### config.mk
export PLATFORM = sky130hd
export DESIGN_NAME = sobel_edge_magnitude_core_flat
export DESIGN_NICKNAME = d
export VERILOG_FILES = /design/src/sv/sem_pkg.sv /design/src/sv/sem_stream_if.sv /design/src/sv/sem_front.sv /design/src/sv/sem_job_fifo.sv /design/src/sv/sem_back.sv /design/src/sv/sobel_edge_magnitude_core.sv /design/src/flat_wrapper.sv
export SDC_FILE = /design/constraint.sdc
export NUM_CORES = 2
export LEC_CHECK = 0
export ABC_AREA = 1
export BUFFER_PORTS_ARGS = -buffer_cell sky130_fd_sc_hd__buf_2
export CAP_MARGIN = 20
export CORE_MARGIN = 5
export CORE_UTILIZATION = 45
export DETAILED_ROUTE_END_ITERATION = 8
export MAX_ROUTING_LAYER = met4
export PLACE_DENSITY = 0.68
export SYNTH_ARGS = -nofsm -noshare
export SYNTH_HDL_FRONTEND = slang
export SYNTH_SLANG_ARGS = --single-unit
### constraint.sdc
create_clock -name i_clk -period 12.3 [get_ports i_clk]
set_input_delay 1.23 -clock i_clk [delete_from_list [all_inputs] [get_ports i_clk]]
set_output_delay 1.23 -clock i_clk [all_outputs]
set_load 0.01 [all_outputs]
### src/sv/sem_pkg.sv
`timescale 1ns / 1ps
package sem_pkg;

    localparam int PIXEL_BITS  = 8;
    localparam int GRAD_BITS   = PIXEL_BITS + 3;
    localparam int ABS_BITS    = PIXEL_BITS + 2;
    localparam int ROOT_BITS   = PIXEL_BITS + 3;
    localparam int SQ_BITS     = 2 * ROOT_BITS;
    localparam int REM_BITS    = ROOT_BITS + 3;
    localparam int STEP_BITS   = $clog2(ROOT_BITS);
    localparam int CHANNELS    = 3;
    localparam int ROWS        = 3;
    localparam int COLS        = 3;
    localparam int TAPS        = ROWS * CHANNELS;
    localparam int QUEUE_DEPTH = 2;
    localparam int QPTR_BITS   = (QUEUE_DEPTH > 1) ? $clog2(QUEUE_DEPTH) : 1;
    localparam int QCNT_BITS   = $clog2(QUEUE_DEPTH + 1);

    localparam int PRES_TOP    = 0;
    localparam int PRES_BOTTOM = 1;

    typedef logic [PIXEL_BITS-1:0] t_pix;
    typedef t_pix [TAPS-1:0]       t_column;

    localparam t_pix PIX_MAX = '1;

    typedef struct packed {
        t_column    left;
        t_column    mid;
        t_column    right;
        logic       has_left;
        logic       has_right;
        logic [1:0] pres;
        logic       last;
    } t_job;

    typedef struct packed {
        logic valid;
        t_job job;
    } t_push;

    typedef struct packed {
        logic valid;
        t_job job;
    } t_head;

endpackage

### src/sv/sem_stream_if.sv
`timescale 1ns / 1ps
interface sem_col_if;
    import sem_pkg::*;
    logic valid;
    logic ready;
    t_pix top_red;
    t_pix top_green;
    t_pix top_blue;
    t_pix mid_red;
    t_pix mid_green;
    t_pix mid_blue;
    t_pix bottom_red;
    t_pix bottom_green;
    t_pix bottom_blue;
    logic top_present;
    logic bottom_present;
    logic row_end;

    modport source (
        output valid, top_red, top_green, top_blue, mid_red, mid_green, mid_blue,
               bottom_red, bottom_green, bottom_blue, top_present, bottom_present,
               row_end,
        input  ready
    );
    modport sink (
        input  valid, top_red, top_green, top_blue, mid_red, mid_green, mid_blue,
               bottom_red, bottom_green, bottom_blue, top_present, bottom_present,
               row_end,
        output ready
    );
endinterface

interface sem_res_if;
    import sem_pkg::*;
    logic valid;
    logic ready;
    t_pix edge_red;
    t_pix edge_green;
    t_pix edge_blue;
    logic row_last;

    modport source (
        output valid, edge_red, edge_green, edge_blue, row_last,
        input  ready
    );
    modport sink (
        input  valid, edge_red, edge_green, edge_blue, row_last,
        output ready
    );
endinterface

### src/sv/sem_front.sv
`timescale 1ns / 1ps
module sem_front (
    input  logic           i_clk,
    input  logic           i_rst_n,
    sem_col_if.sink        i_col,
    input  logic           i_full,
    output sem_pkg::t_push o_push
);
    import sem_pkg::*;

    t_column    r_older, n_older;
    t_column    r_newer, n_newer;
    logic [1:0] r_pres, n_pres;
    logic [1:0] r_seen, n_seen;
    logic       r_pend, n_pend;

    t_column    w_cur;
    logic [1:0] w_cur_pres;
    logic       w_accept;

    assign w_cur = {i_col.bottom_blue, i_col.bottom_green, i_col.bottom_red,
                    i_col.mid_blue, i_col.mid_green, i_col.mid_red,
                    i_col.top_blue, i_col.top_green, i_col.top_red};
    assign w_cur_pres = {i_col.bottom_present, i_col.top_present};

    assign i_col.ready = !r_pend && !i_full;
    assign w_accept    = i_col.valid && i_col.ready;

    always_comb begin
        n_older = r_older;
        n_newer = r_newer;
        n_pres  = r_pres;
        n_seen  = r_seen;
        n_pend  = r_pend;
        o_push  = '0;
        if (r_pend) begin
            if (!i_full) begin
                o_push.valid         = 1'b1;
                o_push.job.left      = r_older;
                o_push.job.mid       = r_newer;
                o_push.job.has_left  = 1'b1;
                o_push.job.pres      = r_pres;
                o_push.job.last      = 1'b1;
                n_pend               = 1'b0;
            end
        end else if (w_accept) begin
            if (r_seen == 2'd0) begin
                n_newer = w_cur;
                n_pres  = w_cur_pres;
                if (i_col.row_end) begin
                    // one pixel wide row
                    o_push.valid    = 1'b1;
                    o_push.job.mid  = w_cur;
                    o_push.job.pres = w_cur_pres;
                    o_push.job.last = 1'b1;
                    n_seen          = 2'd0;
                end else begin
                    n_seen = 2'd1;
                end
            end else begin
                o_push.valid         = 1'b1;
                o_push.job.left      = r_older;
                o_push.job.mid       = r_newer;
                o_push.job.right     = w_cur;
                o_push.job.has_left  = r_seen[1];
                o_push.job.has_right = 1'b1;
                o_push.job.pres      = r_pres;
                n_older              = r_newer;
                n_newer              = w_cur;
                n_pres               = w_cur_pres;
                if (i_col.row_end) begin
                    n_pend = 1'b1;
                    n_seen = 2'd0;
                end else begin
                    n_seen = 2'd2;
                end
            end
        end
    end

    always_ff @(posedge i_clk) begin
        if (!i_rst_n) begin
            r_pres <= '0;
            r_seen <= '0;
            r_pend <= 1'b0;
        end else begin
            r_pres <= n_pres;
            r_seen <= n_seen;
            r_pend <= n_pend;
        end
    end

    always_ff @(posedge i_clk) begin
        r_older <= n_older;
        r_newer <= n_newer;
    end

endmodule

### src/sv/sem_job_fifo.sv
`timescale 1ns / 1ps
module sem_job_fifo (
    input  logic           i_clk,
    input  logic           i_rst_n,
    input  sem_pkg::t_push i_push,
    output logic           o_full,
    input  logic           i_pop,
    output sem_pkg::t_head o_head
);
    import sem_pkg::*;

    t_job                 r_mem [QUEUE_DEPTH];
    logic [QPTR_BITS-1:0] r_wr, n_wr;
    logic [QPTR_BITS-1:0] r_rd, n_rd;
    logic [QCNT_BITS-1:0] r_cnt, n_cnt;
    logic                 w_wr_en;
    logic                 w_rd_en;

    assign o_full       = (r_cnt == QCNT_BITS'(QUEUE_DEPTH));
    assign o_head.valid = (r_cnt != '0);
    assign o_head.job   = r_mem[r_rd];
    assign w_wr_en      = i_push.valid && !o_full;
    assign w_rd_en      = i_pop && o_head.valid;

    always_comb begin
        n_wr  = r_wr;
        n_rd  = r_rd;
        n_cnt = r_cnt;
        if (w_wr_en) begin
            n_wr = (r_wr == QPTR_BITS'(QUEUE_DEPTH - 1)) ? '0 : r_wr + 1'b1;
        end
        if (w_rd_en) begin
            n_rd = (r_rd == QPTR_BITS'(QUEUE_DEPTH - 1)) ? '0 : r_rd + 1'b1;
        end
        if (w_wr_en && !w_rd_en) begin
            n_cnt = r_cnt + 1'b1;
        end else if (!w_wr_en && w_rd_en) begin
            n_cnt = r_cnt - 1'b1;
        end
    end

    always_ff @(posedge i_clk) begin
        if (!i_rst_n) begin
            r_wr  <= '0;
            r_rd  <= '0;
            r_cnt <= '0;
        end else begin
            r_wr  <= n_wr;
            r_rd  <= n_rd;
            r_cnt <= n_cnt;
        end
    end

    always_ff @(posedge i_clk) begin
        if (w_wr_en) begin
            r_mem[r_wr] <= i_push.job;
        end
    end

endmodule

### src/sv/sem_back.sv
`timescale 1ns / 1ps
module sem_back (
    input  logic           i_clk,
    input  logic           i_rst_n,
    input  sem_pkg::t_head i_head,
    output logic           o_pop,
    sem_res_if.source      o_res
);
    import sem_pkg::*;

    typedef enum logic [4:0] {
        ST_IDLE = 5'b00001,
        ST_GRAD = 5'b00010,
        ST_SQR  = 5'b00100,
        ST_ROOT = 5'b01000,
        ST_FIN  = 5'b10000
    } t_state;

    t_state               r_state, n_state;
    t_job                 r_job, n_job;
    logic [STEP_BITS-1:0] r_step, n_step;
    logic [ABS_BITS-1:0]  r_ax [CHANNELS], n_ax [CHANNELS];
    logic [ABS_BITS-1:0]  r_ay [CHANNELS], n_ay [CHANNELS];
    logic [SQ_BITS-1:0]   r_sq [CHANNELS], n_sq [CHANNELS];
    logic [REM_BITS-1:0]  r_rem [CHANNELS], n_rem [CHANNELS];
    logic [ROOT_BITS-1:0] r_root [CHANNELS], n_root [CHANNELS];
    t_pix                 r_mag [CHANNELS], n_mag [CHANNELS];
    logic                 r_row_last, n_row_last;
    logic                 r_valid, n_valid;

    logic signed [GRAD_BITS-1:0] w_e [CHANNELS][ROWS][COLS];
    logic signed [GRAD_BITS-1:0] w_gx [CHANNELS];
    logic signed [GRAD_BITS-1:0] w_gy [CHANNELS];
    logic [2*ABS_BITS-1:0]       w_ax2 [CHANNELS];
    logic [2*ABS_BITS-1:0]       w_ay2 [CHANNELS];
    logic [REM_BITS-1:0]         w_rem_ext [CHANNELS];
    logic [REM_BITS-1:0]         w_trial [CHANNELS];
    logic                        w_up [CHANNELS];
    logic [ROOT_BITS:0]          w_rounded [CHANNELS];
    logic                        w_row_on [ROWS];
    logic                        w_col_on [COLS];
    t_column                     w_col [COLS];

    function automatic logic [ABS_BITS-1:0] f_abs(input logic signed [GRAD_BITS-1:0] v);
        logic signed [GRAD_BITS-1:0] m;
        m = (v < 0) ? -v : v;
        return m[ABS_BITS-1:0];
    endfunction

    assign o_res.valid      = r_valid;
    assign o_res.edge_red   = r_mag[0];
    assign o_res.edge_green = r_mag[1];
    assign o_res.edge_blue  = r_mag[2];
    assign o_res.row_last   = r_row_last;

    assign w_col[0]    = r_job.left;
    assign w_col[1]    = r_job.mid;
    assign w_col[2]    = r_job.right;
    assign w_col_on[0] = r_job.has_left;
    assign w_col_on[1] = 1'b1;
    assign w_col_on[2] = r_job.has_right;
    assign w_row_on[0] = r_job.pres[PRES_TOP];
    assign w_row_on[1] = 1'b1;
    assign w_row_on[2] = r_job.pres[PRES_BOTTOM];

    always_comb begin
        for (int c = 0; c < CHANNELS; c++) begin
            for (int r = 0; r < ROWS; r++) begin
                for (int k = 0; k < COLS; k++) begin
                    w_e[c][r][k] = (w_row_on[r] && w_col_on[k])
                        ? $signed({{(GRAD_BITS-PIXEL_BITS){1'b0}}, w_col[k][r*CHANNELS+c]})
                        : '0;
                end
            end
            w_gx[c] = (w_e[c][0][2] - w_e[c][0][0])
                    + ((w_e[c][1][2] - w_e[c][1][0]) <<< 1)
                    + (w_e[c][2][2] - w_e[c][2][0]);
            w_gy[c] = (w_e[c][2][0] + (w_e[c][2][1] <<< 1) + w_e[c][2][2])
                    - (w_e[c][0][0] + (w_e[c][0][1] <<< 1) + w_e[c][0][2]);
            w_ax2[c]     = r_ax[c] * r_ax[c];
            w_ay2[c]     = r_ay[c] * r_ay[c];
            w_rem_ext[c] = {r_rem[c][REM_BITS-3:0], r_sq[c][SQ_BITS-1 -: 2]};
            w_trial[c]   = {1'b0, r_root[c], 2'b01};
            w_up[c]      = r_rem[c] > {3'b000, r_root[c]};
            w_rounded[c] = {1'b0, r_root[c]} + (ROOT_BITS+1)'(w_up[c]);
        end
    end

    always_comb begin
        n_state    = r_state;
        n_job      = r_job;
        n_step     = r_step;
        n_ax       = r_ax;
        n_ay       = r_ay;
        n_sq       = r_sq;
        n_rem      = r_rem;
        n_root     = r_root;
        n_mag      = r_mag;
        n_row_last = r_row_last;
        n_valid    = r_valid;
        o_pop      = 1'b0;
        if (r_valid && o_res.ready) begin
            n_valid = 1'b0;
        end
        unique case (r_state)
            ST_IDLE: begin
                if (i_head.valid) begin
                    o_pop   = 1'b1;
                    n_job   = i_head.job;
                    n_state = ST_GRAD;
                end
            end
            ST_GRAD: begin
                for (int c = 0; c < CHANNELS; c++) begin
                    n_ax[c] = f_abs(w_gx[c]);
                    n_ay[c] = f_abs(w_gy[c]);
                end
                n_state = ST_SQR;
            end
            ST_SQR: begin
                for (int c = 0; c < CHANNELS; c++) begin
                    n_sq[c]   = SQ_BITS'(w_ax2[c]) + SQ_BITS'(w_ay2[c]);
                    n_rem[c]  = '0;
                    n_root[c] = '0;
                end
                n_step  = '0;
                n_state = ST_ROOT;
            end
            ST_ROOT: begin
                for (int c = 0; c < CHANNELS; c++) begin
                    n_sq[c] = {r_sq[c][SQ_BITS-3:0], 2'b00};
                    if (w_rem_ext[c] >= w_trial[c]) begin
                        n_rem[c]  = w_rem_ext[c] - w_trial[c];
                        n_root[c] = {r_root[c][ROOT_BITS-2:0], 1'b1};
                    end else begin
                        n_rem[c]  = w_rem_ext[c];
                        n_root[c] = {r_root[c][ROOT_BITS-2:0], 1'b0};
                    end
                end
                if (r_step == STEP_BITS'(ROOT_BITS - 1)) begin
                    n_state = ST_FIN;
                end else begin
                    n_step = r_step + 1'b1;
                end
            end
            ST_FIN: begin
                if (!r_valid) begin
                    for (int c = 0; c < CHANNELS; c++) begin
                        n_mag[c] = (w_rounded[c] > {{(ROOT_BITS+1-PIXEL_BITS){1'b0}}, PIX_MAX})
                                 ? PIX_MAX : w_rounded[c][PIXEL_BITS-1:0];
                    end
                    n_row_last = r_job.last;
                    n_valid    = 1'b1;
                    n_state    = ST_IDLE;
                end
            end
            default: n_state = ST_IDLE;
        endcase
    end

    always_ff @(posedge i_clk) begin
        if (!i_rst_n) begin
            r_state <= ST_IDLE;
            r_valid <= 1'b0;
        end else begin
            r_state <= n_state;
            r_valid <= n_valid;
        end
    end

    always_ff @(posedge i_clk) begin
        r_job      <= n_job;
        r_step     <= n_step;
        r_ax       <= n_ax;
        r_ay       <= n_ay;
        r_sq       <= n_sq;
        r_rem      <= n_rem;
        r_root     <= n_root;
        r_mag      <= n_mag;
        r_row_last <= n_row_last;
    end

endmodule

### src/sv/sobel_edge_magnitude_core.sv
`timescale 1ns / 1ps
// channel  dir  contents
// i_col    in   one column: top, mid, bottom rgb, top_present, bottom_present, row_end
// o_res    out  edge_red, edge_green, edge_blue, row_last for one centre pixel
//
// each result passes through the magnitude unit in these steps:
// queue pop, gradient, squares, one root bit per cycle, rounding and clamp
// the front takes one column per cycle while the two-entry job queue has room;
// a row end that closes two pixels holds the input until its second job is pushed
// reset (synchronous, active low) empties the queue and forgets the held columns
// a stalled output holds its result; the unit loads a new one only into an empty register
module sobel_edge_magnitude_core (
    input  logic      i_clk,
    input  logic      i_rst_n,
    sem_col_if.sink   i_col,
    sem_res_if.source o_res
);
    import sem_pkg::*;

    t_push w_push;
    t_head w_head;
    logic  w_full;
    logic  w_pop;

    sem_front u_front (
        .i_clk   (i_clk),
        .i_rst_n (i_rst_n),
        .i_col   (i_col),
        .i_full  (w_full),
        .o_push  (w_push)
    );

    sem_job_fifo u_fifo (
        .i_clk   (i_clk),
        .i_rst_n (i_rst_n),
        .i_push  (w_push),
        .o_full  (w_full),
        .i_pop   (w_pop),
        .o_head  (w_head)
    );

    sem_back u_back (
        .i_clk   (i_clk),
        .i_rst_n (i_rst_n),
        .i_head  (w_head),
        .o_pop   (w_pop),
        .o_res   (o_res)
    );

endmodule

### src/flat_wrapper.sv
// flat-port wrapper written by rule: the top's interface ports become plain ports
module sobel_edge_magnitude_core_flat import sem_pkg::*;
  (i_clk, i_rst_n, i_col_valid, i_col_top_red, i_col_top_green, i_col_top_blue, i_col_mid_red, i_col_mid_green, i_col_mid_blue, i_col_bottom_red, i_col_bottom_green, i_col_bottom_blue, i_col_top_present, i_col_bottom_present, i_col_row_end, i_col_ready, o_res_valid, o_res_edge_red, o_res_edge_green, o_res_edge_blue, o_res_row_last, o_res_ready);
  sem_col_if i_col_i ();
  sem_res_if o_res_i ();
  input  logic i_clk;
  input  logic i_rst_n;
  input wire logic [$bits(i_col_i.valid)-1:0] i_col_valid;
  input wire logic [$bits(i_col_i.top_red)-1:0] i_col_top_red;
  input wire logic [$bits(i_col_i.top_green)-1:0] i_col_top_green;
  input wire logic [$bits(i_col_i.top_blue)-1:0] i_col_top_blue;
  input wire logic [$bits(i_col_i.mid_red)-1:0] i_col_mid_red;
  input wire logic [$bits(i_col_i.mid_green)-1:0] i_col_mid_green;
  input wire logic [$bits(i_col_i.mid_blue)-1:0] i_col_mid_blue;
  input wire logic [$bits(i_col_i.bottom_red)-1:0] i_col_bottom_red;
  input wire logic [$bits(i_col_i.bottom_green)-1:0] i_col_bottom_green;
  input wire logic [$bits(i_col_i.bottom_blue)-1:0] i_col_bottom_blue;
  input wire logic [$bits(i_col_i.top_present)-1:0] i_col_top_present;
  input wire logic [$bits(i_col_i.bottom_present)-1:0] i_col_bottom_present;
  input wire logic [$bits(i_col_i.row_end)-1:0] i_col_row_end;
  output wire logic [$bits(i_col_i.ready)-1:0] i_col_ready;
  output wire logic [$bits(o_res_i.valid)-1:0] o_res_valid;
  output wire logic [$bits(o_res_i.edge_red)-1:0] o_res_edge_red;
  output wire logic [$bits(o_res_i.edge_green)-1:0] o_res_edge_green;
  output wire logic [$bits(o_res_i.edge_blue)-1:0] o_res_edge_blue;
  output wire logic [$bits(o_res_i.row_last)-1:0] o_res_row_last;
  input wire logic [$bits(o_res_i.ready)-1:0] o_res_ready;
  assign i_col_i.valid = i_col_valid;
  assign i_col_i.top_red = i_col_top_red;
  assign i_col_i.top_green = i_col_top_green;
  assign i_col_i.top_blue = i_col_top_blue;
  assign i_col_i.mid_red = i_col_mid_red;
  assign i_col_i.mid_green = i_col_mid_green;
  assign i_col_i.mid_blue = i_col_mid_blue;
  assign i_col_i.bottom_red = i_col_bottom_red;
  assign i_col_i.bottom_green = i_col_bottom_green;
  assign i_col_i.bottom_blue = i_col_bottom_blue;
  assign i_col_i.top_present = i_col_top_present;
  assign i_col_i.bottom_present = i_col_bottom_present;
  assign i_col_i.row_end = i_col_row_end;
  assign i_col_ready = i_col_i.ready;
  assign o_res_valid = o_res_i.valid;
  assign o_res_edge_red = o_res_i.edge_red;
  assign o_res_edge_green = o_res_i.edge_green;
  assign o_res_edge_blue = o_res_i.edge_blue;
  assign o_res_row_last = o_res_i.row_last;
  assign o_res_i.ready = o_res_ready;
  sobel_edge_magnitude_core u_core (.i_clk(i_clk), .i_rst_n(i_rst_n), .i_col(i_col_i), .o_res(o_res_i));
endmodule
==> results.txt <==
The flow ran to the end, and the final reports show no timing, DRC or antenna violations. The max-slew violation count came out at 0. The final worst-path cycle share is 49.2%. Counting instances, the worst hold path has a depth of 0. The number of synthesis warnings is 0. STA classifies the critical path startpoint as a flip-flop. For this run, asynchronously set or reset flops after synthesis account for 0%. For hold timing, the worst endpoint is u_core.u_front.r_older[43]. The post-synthesis instance total is 7188.

The clock arrives with 0.0608 ns of skew. Setup repair after global routing left no endpoint under its margin. The width of the die is 398 µm. The H-tree depth is 3. Final hold analysis gives a worst-case slack of 0.414 ns.

The number of I/O port buffers came out at 105. The share of the synthesized area in the top cell type came out at 42.9%. The initial utilization of the core area, before any placement, comes to 45.2%. Of all nets on the critical path, the largest fanout is 10.

The floorplan die area came out at 0.158 mm². The share of the Yosys chip area taken by registers is 43.3%. The net count reported at finish came out at 8282. The tree built by TritonCTS fans out to 980 sinks. The average detailed-routed wire length per instance is 15.9 µm. The number of ports placed on the die boundary came out at 106. The start point of the critical path is u_core.u_back.r_ax[5]. The detailed-route DRC error count is 0. The total wirelength of the detailed-routed design came out at 148 mm. The clock root buffer is sky130_fd_sc_hd__clkbuf_16.

Headroom to the max-slew limit came out at 32.9%. The critical path arrival is 6.52 ns. STA puts the critical path data required time at 12.77 ns.

The kind of capture point of the worst setup path is a flip-flop. For this run, the top clock speed supported by timing is 165 MHz. The via count is 45.4k. The total setup buffers inserted after CTS is 0.

The placeable core region came out at 0.150 mm². Synthesis instantiated 46 different standard cells from the library. In this run the cell area of the synthesized design comes to 0.0676 mm².

The aggregate negative setup slack is 0 ns. The initial antenna violation count came out at 5. The post-route minimum period came out at 6.06 ns. The worst register-to-register path ends at u_core.u_back.r_sq[16]. The worst-case register-to-register setup slack is 6.24 ns. The overall fraction of global-route tracks in use is 19.5%. The first-pass GRT wire length came out at 241 mm.

The final count of hold timing violations came out at 0. Synthesis produced a netlist with a net count of 8237. The number of standard-cell rows in the floorplan is 142. The number of resized instances in the post-cts repair step is 0. The largest total area in the synthesized netlist belongs to sky130_fd_sc_hd__edfxtp_1.

The area growth from synthesis to final layout came out at 8.81%. The number of DRC markers after the initial detailed-route iteration is 2933. The largest net degree at the start of global routing is 152. In this run the deepest clock path goes through 3 buffers. In this run the critical register-to-register path is launched from u_core.u_back.r_ax[5]. The class of the worst hold path is reg -> reg. The antenna diode instance count is 0. The via count of the first global-routing pass is 46.2k. The number of enable flip-flop cells after synthesis is 965. Detailed placement ended at an HPWL of 110 mm. The residual antenna-violating net count after detailed routing is 0. The worst-case reg-to-reg path depth came out at 23. The total iterations of the first detailed-routing run is 6. The mean instance size in the synthesized netlist came out at 9.40 µm². The worst-skew pair later-pin latency came out at 0.75 ns. The die is 398 µm tall.

The synthesized design contains 980 register bits. After filler insertion, the fill cell instance count of the layout stands at 13.8k. For the pin with the worst max-slew slack, the measured transition is 1.01 ns. The total overflow reported by the global router came out at 0. Counting instances in the post-synthesis netlist gives the leading cell types as 1933 x sky130_fd_sc_hd__nand2_1, 1513 x sky130_fd_sc_hd__inv_1, 965 x sky130_fd_sc_hd__edfxtp_1, 520 x sky130_fd_sc_hd__fa_1, 517 x sky130_fd_sc_hd__nor2_1. In the post-synthesis netlist, the cell with the most instances is sky130_fd_sc_hd__nand2_1. The worst hold path begins at u_core.u_front.r_newer[43]. The share of layout cells above drive strength 1 is 4.82%. Sorting the synthesized cells by area gives the leading types as sky130_fd_sc_hd__edfxtp_1 43%, sky130_fd_sc_hd__fa_1 15%, sky130_fd_sc_hd__nand2_1 11%. The dominant register cell in the synthesized netlist is sky130_fd_sc_hd__edfxtp_1. The placer's final routability congestion estimate came out at 0.897.

The clock slew seen by the registers of the worst setup and hold paths came out at 0.06 ns. The critical path is of the reg -> reg type. The via density per instance is 4.87. The CTS buffer count is 103.

The number of max-cap violations came out at 0. The CTS tree is built. The total of endpoints with negative setup slack in the final report came out at 0. After clock tree synthesis, the flow added hold-fix buffers numbering 0.
==> layout make-up <==
class,count,area (µm²),share of cell area [%]
clock buffers,121,2650,3.60
clock inverters,70,779,1.06
flip-flops and latches,980,29300,39.8
well taps,2016,2520,3.43
repair buffers,135,788,1.07
inverters,1526,5740,7.80
multi-input cells,4487,31800,43.2
==> state kept, by name, indices dropped and copies added, names as in the netlist, 2 cells and up <==
register	cells
u_core.u_back.r_step	4
u_core.u_back.o_res.edge_blue	8
u_core.u_back.r_root	33
u_core.u_back.r_rem	42
u_core.u_fifo.r_mem	394
u_core.u_back.r_sq	66
u_core.u_back.r_state	5
u_core.u_front.r_seen	2
u_core.u_front.r_pres	2
u_core.u_back.o_res.edge_green	8
u_core.u_fifo.r_cnt	2
u_core.u_back.r_job	197
u_core.u_back.o_res.edge_red	8
u_core.u_back.r_ay	30
u_core.u_front.r_older	72
u_core.u_back.r_ax	30
u_core.u_front.r_newer	72
==> per-layer routing <==
metal	wire length [µm]	part of all wire (%)	up-vias	track usage [%]
li1	-	-	22600	-
met1	66200	45	21700	25.5
met2	71700	48	940	32.6
met3	6660	4.5	216	2.73
met4	3580	2.4	0	4.57
met5	0	0	-	-
==> critical path, cell delays in order (launching register included) <==
cell and delay, ns:
sky130_fd_sc_hd__edfxtp_1 0.57, sky130_fd_sc_hd__nand2_1 0.16, sky130_fd_sc_hd__fa_1 0.53, sky130_fd_sc_hd__inv_1 0.05
sky130_fd_sc_hd__fa_1 0.50, sky130_fd_sc_hd__inv_1 0.05, sky130_fd_sc_hd__fa_1 0.49, sky130_fd_sc_hd__inv_1 0.05
sky130_fd_sc_hd__fa_1 0.54, sky130_fd_sc_hd__fa_1 0.46, sky130_fd_sc_hd__fa_1 0.55, sky130_fd_sc_hd__inv_1 0.05
sky130_fd_sc_hd__fa_1 0.52, sky130_fd_sc_hd__inv_1 0.04, sky130_fd_sc_hd__ha_1 0.37, sky130_fd_sc_hd__nand2_1 0.10
sky130_fd_sc_hd__nor2_1 0.13, sky130_fd_sc_hd__nand4_1 0.10, sky130_fd_sc_hd__nand3_1 0.20, sky130_fd_sc_hd__nand2_1 0.11
sky130_fd_sc_hd__nand2_1 0.07, sky130_fd_sc_hd__nand2_1 0.05, sky130_fd_sc_hd__nand3_1 0.07, sky130_fd_sc_hd__nand2_1 0.06
==> cells by family (layout without fill, tap and decap cells) <==
logic type | Yosys count | count (layout) | share of synthesized area (%)
AOI/OAI and AO/OA | 467 | 467 | 3.71
xor gates and xnor gates | 172 | 172 | 2.23
adders and majority gates | 970 | 970 | 23.7
buffers and inverters | 1721 | 1852 | 9.75
DFF | 980 | 980 | 43.3
and+or+nand+nor | 2878 | 2878 | 17.3
==> worst max path at each step <==
stage                     slack, ns  cells after the start                      to
after CTS                      6.23                     23  u_core.u_back.r_sq[41]
after detailed placement       6.25                     23  u_core.u_back.r_sq[16]
final                          6.24                     23  u_core.u_back.r_sq[16]
after global routing           5.79                     23  u_core.u_back.r_sq[37]
after global placement         6.24                     23  u_core.u_back.r_sq[19]
after floorplan                0.35                      9  u_core.u_fifo.r_cnt[1]
==> metrics by stage <==
| step | instances | util (%) | setup slack, ns | instance area (µm²) |
|---|---|---|---|---|
| floorplan | 7188 | - | 0.346 | 67600 |
| global placement | 9144 | 46.9 | 6.24 | 70100 |
| detailed placement | 9144 | 46.9 | 6.25 | 70100 |
| CTS | 9335 | 49.2 | 6.23 | 73600 |
| global route | 9335 | 49.2 | 5.79 | 73600 |
| finish | 9335 | 49.2 | 6.24 | 73600 |
==> placed cells by master, fill, tap and decap left out, types with 10 or more instances in the layout <==
cell,count
sky130_fd_sc_hd__nand3b_1,55
sky130_fd_sc_hd__fa_1,520
sky130_fd_sc_hd__edfxtp_1,965
sky130_fd_sc_hd__o21ai_1,28
sky130_fd_sc_hd__xnor2_1,88
sky130_fd_sc_hd__clkinv_1,17
sky130_fd_sc_hd__nor3_1,28
sky130_fd_sc_hd__nand4_1,60
sky130_fd_sc_hd__a31oi_1,12
sky130_fd_sc_hd__buf_2,105
sky130_fd_sc_hd__o21bai_1,14
sky130_fd_sc_hd__a21oi_1,172
sky130_fd_sc_hd__ha_1,450
sky130_fd_sc_hd__xor2_1,84
sky130_fd_sc_hd__clkbuf_16,103
sky130_fd_sc_hd__buf_4,27
sky130_fd_sc_hd__nor2_1,514
sky130_fd_sc_hd__inv_1,1513
sky130_fd_sc_hd__bufinv_16,10
sky130_fd_sc_hd__clkinv_2,27
sky130_fd_sc_hd__dfxtp_1,14
sky130_fd_sc_hd__o21ai_0,203
sky130_fd_sc_hd__clkbuf_1,18
sky130_fd_sc_hd__nand2_1,1932
sky130_fd_sc_hd__nand3_1,234
Power is left out: the tool's default activity adds up to more than one toggle a clock period on the data nets, which glitch-free logic cannot reach.
